==> src/rtl/core/stb_pkg.sv <==
`timescale 1ns / 1ps
`default_nettype none
// ----------------------------------------------------------------------------
// stb_pkg: shared types for the software timer bank
// Operation codes, command and result words passed along the cell chain.
// ----------------------------------------------------------------------------
package stb_pkg;

    localparam int CNT_W     = 32;
    localparam int IDX_W     = 3;
    localparam int OP_W      = 4;
    localparam int MASK_W    = 8;
    localparam int CELL_ID_W = 6;   // ids up to 63
    localparam int IN_W      = 40;  // 39 bits of fields, padded to bytes
    localparam int OUT_W     = 80;  // 74 bits of fields, padded to bytes

    typedef enum logic [OP_W-1:0] {
        OP_TICK          = 4'd0,
        OP_CREATE        = 4'd1,
        OP_START         = 4'd2,
        OP_STOP          = 4'd3,
        OP_RESET_COUNTER = 4'd4,
        OP_TURN_OFF      = 4'd5,
        OP_DELETE        = 4'd6,
        OP_CHECK         = 4'd7,
        OP_CHANGE        = 4'd8,
        OP_READ          = 4'd9
    } op_t;

    typedef struct packed {
        logic [OP_W-1:0]  op;
        logic [IDX_W-1:0] idx;
        logic [CNT_W-1:0] tmo;
    } cmd_t;

    typedef struct packed {
        logic [CNT_W-1:0]  counter;
        logic [CNT_W-1:0]  timeout;
        logic              enabled;
        logic              flag;
        logic [MASK_W-1:0] mask;
    } res_t;

    typedef struct packed {
        cmd_t cmd;
        res_t res;
    } token_t;

endpackage
`default_nettype wire

==> src/rtl/core/software_timer_bank_top.sv <==
`timescale 1ns / 1ps
`default_nettype none
// ----------------------------------------------------------------------------
// software_timer_bank_top: bank of software timers
// Command words in, one status word out per command.
// ----------------------------------------------------------------------------
// Usage:
//  - s_axis carries one command word: operation, timer index, new timeout.
//    Tick advances every enabled timer; the other operations act on the
//    addressed timer only.
//  - m_axis returns one status word per command: addressed timer counter,
//    timeout, enable, timed-out flag (pre-clear value for check) and the
//    mask of timed-out flags of timers 0..7.
//  - The timers sit in a chain of TIMER_COUNT cells. An accepted word walks
//    the chain one cell per cycle while the chain is not held; each cell
//    updates its own timer and adds its part of the result. One command is
//    in flight at a time: a word passes every cell register and then the
//    output register, and no new word is taken until its result has been
//    loaded into the output register.
//  - The output register frees s_axis_tready for the next word while a
//    status word waits. If m_axis_tready stays low when the next result
//    reaches the chain end, the chain holds until the receiver takes it.
//  - Reset clears all counters, timeouts, enables and flags at once.
// ----------------------------------------------------------------------------
module software_timer_bank_top #(
    parameter int TIMER_COUNT = 8
) (
    input  wire logic        clk,
    input  wire logic        rst_n,
    input  wire logic        s_axis_tvalid,
    output logic             s_axis_tready,
    // [3:0] operation, [6:4] timer_index, [38:7] new_timeout, [39] zero
    input  wire logic [39:0] s_axis_tdata,
    output logic             m_axis_tvalid,
    input  wire logic        m_axis_tready,
    // [31:0] counter_now, [63:32] timeout_now, [64] enabled_now,
    // [65] timed_out_flag, [73:66] timed_out_mask, [79:74] zero
    output logic [79:0]      m_axis_tdata
);
    import stb_pkg::*;

    token_t                 tok_chain [0:TIMER_COUNT];
    logic [TIMER_COUNT:0]   valid_chain;
    logic                   accept;
    logic                   advance;
    logic                   load_out;
    logic                   busy_reg, busy_next;
    logic                   m_valid_reg, m_valid_next;
    logic [OUT_W-1:0]       m_data_reg;
    res_t                   res_end;

    assign accept = s_axis_tvalid && s_axis_tready;

    // command enters cell 0 straight from the port with an empty result
    assign tok_chain[0] = {s_axis_tdata[3:0], s_axis_tdata[6:4], s_axis_tdata[38:7],
                           {$bits(res_t){1'b0}}};
    assign valid_chain[0] = accept;

    // hold the chain only while a finished word is blocked at its end
    assign advance  = !(valid_chain[TIMER_COUNT] && m_valid_reg && !m_axis_tready);
    assign load_out = valid_chain[TIMER_COUNT] && (!m_valid_reg || m_axis_tready);

    genvar g;
    generate
        for (g = 0; g < TIMER_COUNT; g++)
        begin : g_cell
            stb_cell #(
                .CELL_ID (g)
            ) u_cell (
                .clk       (clk),
                .rst_n     (rst_n),
                .advance   (advance),
                .in_valid  (valid_chain[g]),
                .in_tok    (tok_chain[g]),
                .out_valid (valid_chain[g+1]),
                .out_tok   (tok_chain[g+1])
            );
        end
    endgenerate

    assign res_end = tok_chain[TIMER_COUNT].res;

    always_comb
    begin
        busy_next = busy_reg;
        if (accept)
            busy_next = 1'b1;
        else if (load_out)
            busy_next = 1'b0;
    end

    always_comb
    begin
        m_valid_next = m_valid_reg;
        if (load_out)
            m_valid_next = 1'b1;
        else if (m_axis_tready)
            m_valid_next = 1'b0;
    end

    always_ff @(posedge clk or negedge rst_n)
    begin
        if (!rst_n)
        begin
            busy_reg    <= 1'b0;
            m_valid_reg <= 1'b0;
        end
        else
        begin
            busy_reg    <= busy_next;
            m_valid_reg <= m_valid_next;
        end
    end

    always_ff @(posedge clk)
    begin
        if (load_out)
            m_data_reg <= {6'b0, res_end.mask, res_end.flag, res_end.enabled,
                           res_end.timeout, res_end.counter};
    end

    assign s_axis_tready = !busy_reg;
    assign m_axis_tvalid = m_valid_reg;
    assign m_axis_tdata  = m_data_reg;

    // at most one command word in the chain
    a_one_in_flight: assert property (@(posedge clk) disable iff (!rst_n)
        $onehot0(valid_chain[TIMER_COUNT:1]))
        else $error("more than one command in the cell chain");

    // idle means an empty chain
    a_idle_empty: assert property (@(posedge clk) disable iff (!rst_n)
        !busy_reg |-> (valid_chain[TIMER_COUNT:1] == '0))
        else $error("chain holds a word while idle");

    // an accepted word keeps the block busy until its result is loaded
    a_busy_after_accept: assert property (@(posedge clk) disable iff (!rst_n)
        accept |=> busy_reg)
        else $error("not busy after accepting a word");

    // a result is only loaded for a word that was in flight
    a_load_when_busy: assert property (@(posedge clk) disable iff (!rst_n)
        load_out |-> busy_reg)
        else $error("result loaded with nothing in flight");

endmodule
`default_nettype wire

==> src/rtl/core/stb_cell.sv <==
`timescale 1ns / 1ps
`default_nettype none
// ----------------------------------------------------------------------------
// stb_cell: one timer of the bank
// Holds one timer, applies the passing command word and hands it on.
// ----------------------------------------------------------------------------
module stb_cell #(
    parameter int CELL_ID = 0
) (
    input  wire logic            clk,
    input  wire logic            rst_n,
    input  wire logic            advance,
    input  wire logic            in_valid,
    input  wire stb_pkg::token_t in_tok,
    output logic                 out_valid,
    output stb_pkg::token_t      out_tok
);
    import stb_pkg::*;

    logic [CNT_W-1:0] cnt_reg, cnt_next;
    logic [CNT_W-1:0] tmo_reg, tmo_next;
    logic             en_reg, en_next;
    logic             flag_reg, flag_next;
    logic             valid_reg;
    token_t           tok_reg, tok_next;
    logic             hit;
    logic [CNT_W-1:0] cnt_inc;
    op_t              op;

    assign op      = op_t'(in_tok.cmd.op);
    assign hit     = ({{(CELL_ID_W-IDX_W){1'b0}}, in_tok.cmd.idx} == CELL_ID_W'(CELL_ID));
    assign cnt_inc = cnt_reg + CNT_W'(1);

    always_comb
    begin
        cnt_next  = cnt_reg;
        tmo_next  = tmo_reg;
        en_next   = en_reg;
        flag_next = flag_reg;
        if (op == OP_TICK)
        begin
            if (en_reg)
            begin
                if (cnt_inc == tmo_reg)
                begin
                    cnt_next  = '0;
                    flag_next = 1'b1;
                end
                else
                begin
                    cnt_next = cnt_inc;
                end
            end
        end
        else if (hit)
        begin
            case (op)
                OP_CREATE:
                begin
                    if (tmo_reg == '0)
                    begin
                        tmo_next  = in_tok.cmd.tmo;
                        cnt_next  = '0;
                        en_next   = 1'b0;
                        flag_next = 1'b0;
                    end
                end
                OP_START:
                begin
                    if (tmo_reg != '0)
                        en_next = 1'b1;
                end
                OP_STOP:          en_next = 1'b0;
                OP_RESET_COUNTER: cnt_next = '0;
                OP_TURN_OFF:
                begin
                    cnt_next  = '0;
                    en_next   = 1'b0;
                    flag_next = 1'b0;
                end
                OP_DELETE:
                begin
                    cnt_next  = '0;
                    tmo_next  = '0;
                    en_next   = 1'b0;
                    flag_next = 1'b0;
                end
                OP_CHECK:  flag_next = 1'b0;
                OP_CHANGE: tmo_next = in_tok.cmd.tmo;
                default:   ;
            endcase
        end
    end

    // result accumulator: addressed timer fills the status, low cells fill the mask
    always_comb
    begin
        tok_next = in_tok;
        if (hit)
        begin
            tok_next.res.counter = cnt_next;
            tok_next.res.timeout = tmo_next;
            tok_next.res.enabled = en_next;
            tok_next.res.flag    = (op == OP_CHECK) ? flag_reg : flag_next;
        end
        if (CELL_ID < MASK_W)
            tok_next.res.mask[CELL_ID % MASK_W] = flag_next;
    end

    always_ff @(posedge clk or negedge rst_n)
    begin
        if (!rst_n)
        begin
            cnt_reg   <= '0;
            tmo_reg   <= '0;
            en_reg    <= 1'b0;
            flag_reg  <= 1'b0;
            valid_reg <= 1'b0;
        end
        else if (advance)
        begin
            valid_reg <= in_valid;
            if (in_valid)
            begin
                cnt_reg  <= cnt_next;
                tmo_reg  <= tmo_next;
                en_reg   <= en_next;
                flag_reg <= flag_next;
            end
        end
    end

    always_ff @(posedge clk)
    begin
        if (advance && in_valid)
            tok_reg <= tok_next;
    end

    assign out_valid = valid_reg;
    assign out_tok   = tok_reg;

endmodule
`default_nettype wire

==> config.mk <==
export PLATFORM = sky130hd
export DESIGN_NAME = software_timer_bank_top
export DESIGN_NICKNAME = d
export VERILOG_FILES = /design/src/rtl/core/stb_pkg.sv /design/src/rtl/core/software_timer_bank_top.sv /design/src/rtl/core/stb_cell.sv
export SDC_FILE = /design/constraint.sdc
export NUM_CORES = 2
export LEC_CHECK = 0
export ABC_AREA = 0
export BUFFER_PORTS_ARGS = -buffer_cell sky130_fd_sc_hd__buf_2
export CAP_MARGIN = 30
export CORE_MARGIN = 4
export CORE_UTILIZATION = 30
export CTS_CLUSTER_DIAMETER = 60
export DETAILED_ROUTE_END_ITERATION = 10
export PLACE_DENSITY = 0.52
export SYNTH_ARGS = -nofsm -noshare
export SYNTH_HDL_FRONTEND = slang
export SYNTH_SLANG_ARGS = --single-unit
export TNS_END_PERCENT = 100
==> constraint.sdc <==
create_clock -name clk -period 8.2 [get_ports clk]
set_clock_uncertainty 0.05 [all_clocks]
set_input_delay 1.64 -clock clk [delete_from_list [all_inputs] [get_ports clk]]
set_output_delay 1.64 -clock clk [all_outputs]
set_load 0.005 [all_outputs]
After elaboration in Yosys (flattened, before gate mapping)
Index checks and enable logic that the tools add are counted.

Bits in registers: 1449. Latch bits: 0. Memory bits (writable): 0. Memory bits (read-only): 0. Input port bits: 44. Logic and storage cells: 455. Memories: 0.

Add/subtract/negate cells: 8. $mul: 0. Div/mod/pow operators: 0. Magnitude comparators: 0. Equal/unequal tests: 79. Shift operators: 0. Mux-type cells: 187. Bitwise gates (word level): 1. Reductions and logical operators: 76.

Operator list (number): two-way mux 32 bit (64); one-hot mux 32 bit (3 select lines) (8); one-hot mux 32 bit (2 select lines) (8); two-way mux 66 bit (7); adder 32 x 1 -> 32 bit (second input constant) (8); equality test 32 bit (8); logical NOT 32 bit (8); nonzero test 32 bit (8); equality test 4 x 3 -> 1 bit (second input constant) (32); two-way mux 1 bit (84); OR reduction 3 bit (24); equality test 4 x 2 -> 1 bit (second input constant) (16); equality test 4 x 1 -> 1 bit (second input constant) (8); equality test 4 bit (second input constant) (8); logical NOT 4 bit (8); one-hot mux 1 bit (3 select lines) (8); one-hot mux 1 bit (2 select lines) (8); AND reduction 2 bit (8); equality test 3 bit (second input constant) (4); logical AND 1 bit (12); equality test 3 x 2 -> 1 bit (second input constant) (2); logical NOT 1 bit (4); nonzero test 2 bit (2); equality test 3 x 1 -> 1 bit (second input constant) (1); 3 further kinds (3).

Longest topological paths before layout
Depth in word-level cells: 7. Depth in mapped cells: 15.

Modules after synthesis
Synthesis repeated with hierarchy kept, for this count alone.

Cells, all modules: 7717. Area total of the unflattened synthesis: 78679.2 sq um.

By module, submodules not included: stb_cell (g_cell[5].u_cell ...) (times used 2, cells an instance 960, area each 9531.6 sq um, seq. area each 5069.9 sq um); stb_cell (g_cell[1].u_cell ...) (times used 2, cells an instance 948, area each 9510.4 sq um, seq. area each 5069.9 sq um); stb_cell (g_cell[7].u_cell) (times used 1, cells an instance 960, area each 9684.3 sq um, seq. area each 5069.9 sq um); stb_cell (g_cell[4].u_cell) (times used 1, cells an instance 961, area each 9527.9 sq um, seq. area each 5069.9 sq um); stb_cell (g_cell[3].u_cell) (times used 1, cells an instance 960, area each 9525.4 sq um, seq. area each 5069.9 sq um); stb_cell (g_cell[0].u_cell) (times used 1, cells an instance 929, area each 9482.8 sq um, seq. area each 5069.9 sq um); software_timer_bank_top (times used 1, cells an instance 91, area each 2374.8 sq um, seq. area each 2272.2 sq um).

Worst setup path before layout
Ideal clock, no wire load.

Kind: input port to flip-flop. Start: in m_axis_tready. End: reg g_cell[6].u_cell.cnt_reg[17]. Setup time: 0.094 ns. Arrival: 6.257 ns. Data required time: 8.056 ns. Setup slack: 1.799 ns. Cell stages on the path: 8. Cells stage by stage: nand2b_1 -> or2_2 -> clkbuf_1 -> nand2_1 -> inv_1 -> clkbuf_1 -> o211ai_1 -> a31oi_1.

Longest elaborated chain between the ends: 4.

Ends and longest elaborated chain: start: declaration (RTL line software_timer_bank_top.sv:35) `input wire logic m_axis_tready,`; logical NOT 1 bit (RTL line software_timer_bank_top.sv:60) `assign advance = !(valid_chain[TIMER_COUNT] && m_valid_reg && !m_axis_tready);`; logical AND 1 bit (RTL line software_timer_bank_top.sv:60); NOT 1 bit (no source line); AND reduction 2 bit (no source line); end signal: assignment (RTL line stb_cell.sv:125) `cnt_reg <= cnt_next;`; end: declaration (RTL line stb_cell.sv:20) `logic [CNT_W-1:0] cnt_reg, cnt_next;`.

Every way passes these cells. A chain may end at the register's enable or synchronous reset.

Worst setup path in the final report
Start: reg g_cell[5].u_cell.cnt_reg[0]. End: reg g_cell[5].u_cell.cnt_reg[6].

Longest elaborated chain between the ends: 5.

Ends and longest elaborated chain: start: declaration (RTL line stb_cell.sv:20); start signal: assignment (RTL line stb_cell.sv:125); adder 32 x 1 -> 32 bit * (RTL line stb_cell.sv:32) `assign cnt_inc = cnt_reg + CNT_W'(1);`; equality test 32 bit (RTL line stb_cell.sv:44) `if (cnt_inc == tmo_reg)`; two-way mux 32 bit * (RTL line stb_cell.sv:44); two-way mux 32 bit * (RTL line stb_cell.sv:42) `if (en_reg)`; two-way mux 32 bit * (RTL line stb_cell.sv:40) `if (op == OP_TICK)`.

Every way passes the cells marked *; elsewhere a longest branch is shown, timed or not.

==> impl_results.md <==
- Initial DRC count: 7190
- DIE AREA: between 0.2 and 0.3 mm²
- Final instance area: 0.0863 mm²
- Root buf cell: clkbuf_16
- Total power: 17.1 mW
- Reg2reg end: g_cell[5].u_cell.cnt_reg[6]
- First-pass GRT wire length: 434 mm
- Worst hold start: g_cell[7].u_cell.out_tok[11]
- Max-cap viol count: 0
- Post-CTS setup repair buffer count: 0
- Final worst setup slack: 2.30 ns
- Post-synth EDFFs: 911
- Register bit count reported by yosys: 1449
- Total gr overflow: 0
- DRT Wirelength: 299 mm
- Reg2reg start: g_cell[5].u_cell.cnt_reg[0]
- Core footprint: ~0.25 mm²
- Post-Place Setup Slack: 2.56 ns
- Worst hold endpoint: m_axis_tdata[33]
- Synth warn: 0
- Worst reg-to-reg setup slack: 2.30 ns
- Post-Syn Area: roughly 0.077 mm²
- Htree depth: 4
- Post-DR wirelength/cell: 27.2 µm
- Period minus WS final: 5.90 ns
- Share of cells above drive strength 1: 0.0874
- Synth Flop Type: edfxtp_1
- Synthesized netlist cell count: 7764
- Static leakage: between 30 and 40 nW
- Peak fanout along the critical path: 39
- Fin. max-slew vios: 0
- Worst setup SP type: register
- Initial DRT Pass Iterations: 6
- Post-Syn Area per Cell: 9.92 µm²
- Initial antenna violation count: 11
- Outcome: finished, final reports clean
- Vias in the first global route: 60000
- CP delay by family, top: simple AND/OR/NAND/NOR gates
- RSZ-0062 raised after global routing: false
- Setup CP Type: register to register
- Hold Path Stages: 0
- Hold_ws: 0.356 ns
- CP max-delay cell: nand2_1
- Chip height: 515 µm
- Die X: 515 µm
- CTS tree: yes
- Gp weighted congestion: 0.940
- Most used cell, CP: or4_1
- Type of the most critical hold path: register to register
- Final Util: 0.339
- Clock Latency Late Sink: 0.81 ns
- Cts repair resizes: 0
- Starting Density: 0.302
- Area delta synth->final: 12.0%
- Dpl cells: 10700
- Fmax achieved: 169 MHz
- Least-Margin Pin Slew: 1.07 ns
- Finish-stage setup viols: 0
- Asr flop ratio synth: 0.371
- Period Utilization, post-route: 0.720
- CP max stage delay: 0.94 ns
- # hold bufs at CTS: 0
- CTS Buffer Depth: 3
- Worst Setup End Kind: register
- Total Routing Usage GR: 0.218
- IO buf count: about 120
- Critical Path AT: 6.49 ns
- Power per Cell Area: 198 mW/mm²
- Max IR drop VDD: 0.211 mV
- Largest area contributor in the netlist: edfxtp_1
- Synth cell types: a little over 100
- Vias per inst: between 5 and 6
- Synth top area cells: edfxtp_1 36%, dfrtp_1 17%, nor2_1 4.2%
- Clock sink count: 1449
- Clk slew on worst S/H paths: about 0.060 ns
- Worst path cell trace: ha_1, nand4_1, or4_1, a311oi_1, a21oi_1, or4_1, nor4_1, nand3_2, nand2_1, o22ai_1
- Largest net degree at the start of global routing: roughly 130
- Placed wire-length estimate: approximately 220 mm
- Total CTS buffers: 171
- Cell Area, Placed: 0.0803 mm²
- Synth top area share: 0.355
- DR vias: 65000
- Register area share after synthesis: 0.530
- Slew Limit Headroom: 0.286
- Site Rows: about 190
- Layout Cells excl Fill: 11000
- Buf/Inv on CP: 0
- Post-route antenna net violation count: 0
- Final Hold Fails: 0
- Setup tns final: 0 ns
- Worst EP required: roughly 8.8 ns
- Max FFs per register: 837
- Worst r2r path cells: 10
- Drt drc: 0
- Number of top-level pins: 126
- Nets: 7514
cell type report:
cell class                 instances  area (µm²)
antenna                            3        7.51
sequential                      1449       40800
clock inverter                    93        1100
tap                             3366        4210
timing repair buffer             253        1870
fill                           25800      169000
inverter                          84         348
multi-input combinational       5503       33200
clock buffer                     225        4760
cell usage after synthesis (30+ instances only):
| cell | instances |
|---|---|
| nor4_1 | 160 |
| buf_1 | 38 |
| or4_1 | 50 |
| a22o_1 | 91 |
| nand2b_1 | 30 |
| and3_1 | 261 |
| a221oi_1 | 230 |
| nor3_1 | 387 |
| buf_2 | 71 |
| o21ai_0 | 379 |
| nand2_1 | 554 |
| edfxtp_1 | 911 |
| dfrtp_1 | 538 |
| a21oi_1 | 519 |
| a31oi_1 | 89 |
| nand4_1 | 184 |
| nor2_1 | 852 |
| o2bb2ai_1 | 52 |
| xor2_1 | 118 |
| clkbuf_1 | 605 |
| o31ai_1 | 34 |
| and2_1 | 43 |
| and4_1 | 54 |
| a22oi_1 | 54 |
| or3_1 | 69 |
| a32o_1 | 203 |
| xnor2_1 | 219 |
| nand3_1 | 310 |
| inv_1 | 78 |
layout by cell type, fill, tap and decap left out, types with 29 or more instances in the layout:
cell type  count
nor4_1       152
a32o_1       203
or3_1         67
a22oi_1       54
xor2_1       118
and4_1        54
a221oi_1     230
nor3_1       385
buf_4        114
o2bb2ai_1     52
a21o_1        29
o21ai_0      378
clkbuf_1      31
a31oi_1       89
xnor2_1      219
nor2_1       847
or4_1         50
and2_1        41
nand3_1      307
nand4_1      184
a22o_1        91
o31ai_1       34
inv_1         75
nand2_1      552
and3_1       256
buf_2        118
a21oi_1      518
edfxtp_1     911
clkbuf_16    175
dfrtp_1      538
cell families after synthesis:
| family | synth area share |
|---|---|
| and+or+nand+nor | 0.202 |
| other | 0.0000487 |
| AOI/OAI and AO/OA | 0.182 |
| muxes | 0.00453 |
| adders and majority gates | 0.00130 |
| buffers and inverters | 0.0419 |
| xor gates and xnor gates | 0.0386 |
| DFF | 0.530 |
where the power goes:
part	switching (mW)	internal (mW)	total (mW)
clock network	3.25	4.67	7.92
registers	0.233	7.98	8.21
logic	0.684	0.261	0.945
routing by layer:
layer  track usage  share of wire  vias to the layer above
met5             0              0                        -
met4         0.104          0.053                        0
met3        0.0267          0.066                      527
met2         0.344           0.46                     2951
met1         0.297           0.42                    32500
li1              -              -                    29000
worst max-delay path by stage:
stage,start,endpoint,cells past startpoint
4_1_cts,g_cell[5].u_cell.cnt_reg[0],g_cell[5].u_cell.cnt_reg[30],10
5_1_grt,g_cell[5].u_cell.cnt_reg[0],g_cell[5].u_cell.cnt_reg[30],10
3_3_place_gp,g_cell[5].u_cell.cnt_reg[0],g_cell[5].u_cell.cnt_reg[27],10
3_5_place_dp,g_cell[5].u_cell.cnt_reg[0],g_cell[5].u_cell.cnt_reg[6],10
2_1_floorplan,m_axis_tready,g_cell[6].u_cell.cnt_reg[17],8
6_report,g_cell[5].u_cell.cnt_reg[0],g_cell[5].u_cell.cnt_reg[6],10
(Power assumes the default switching activity.)
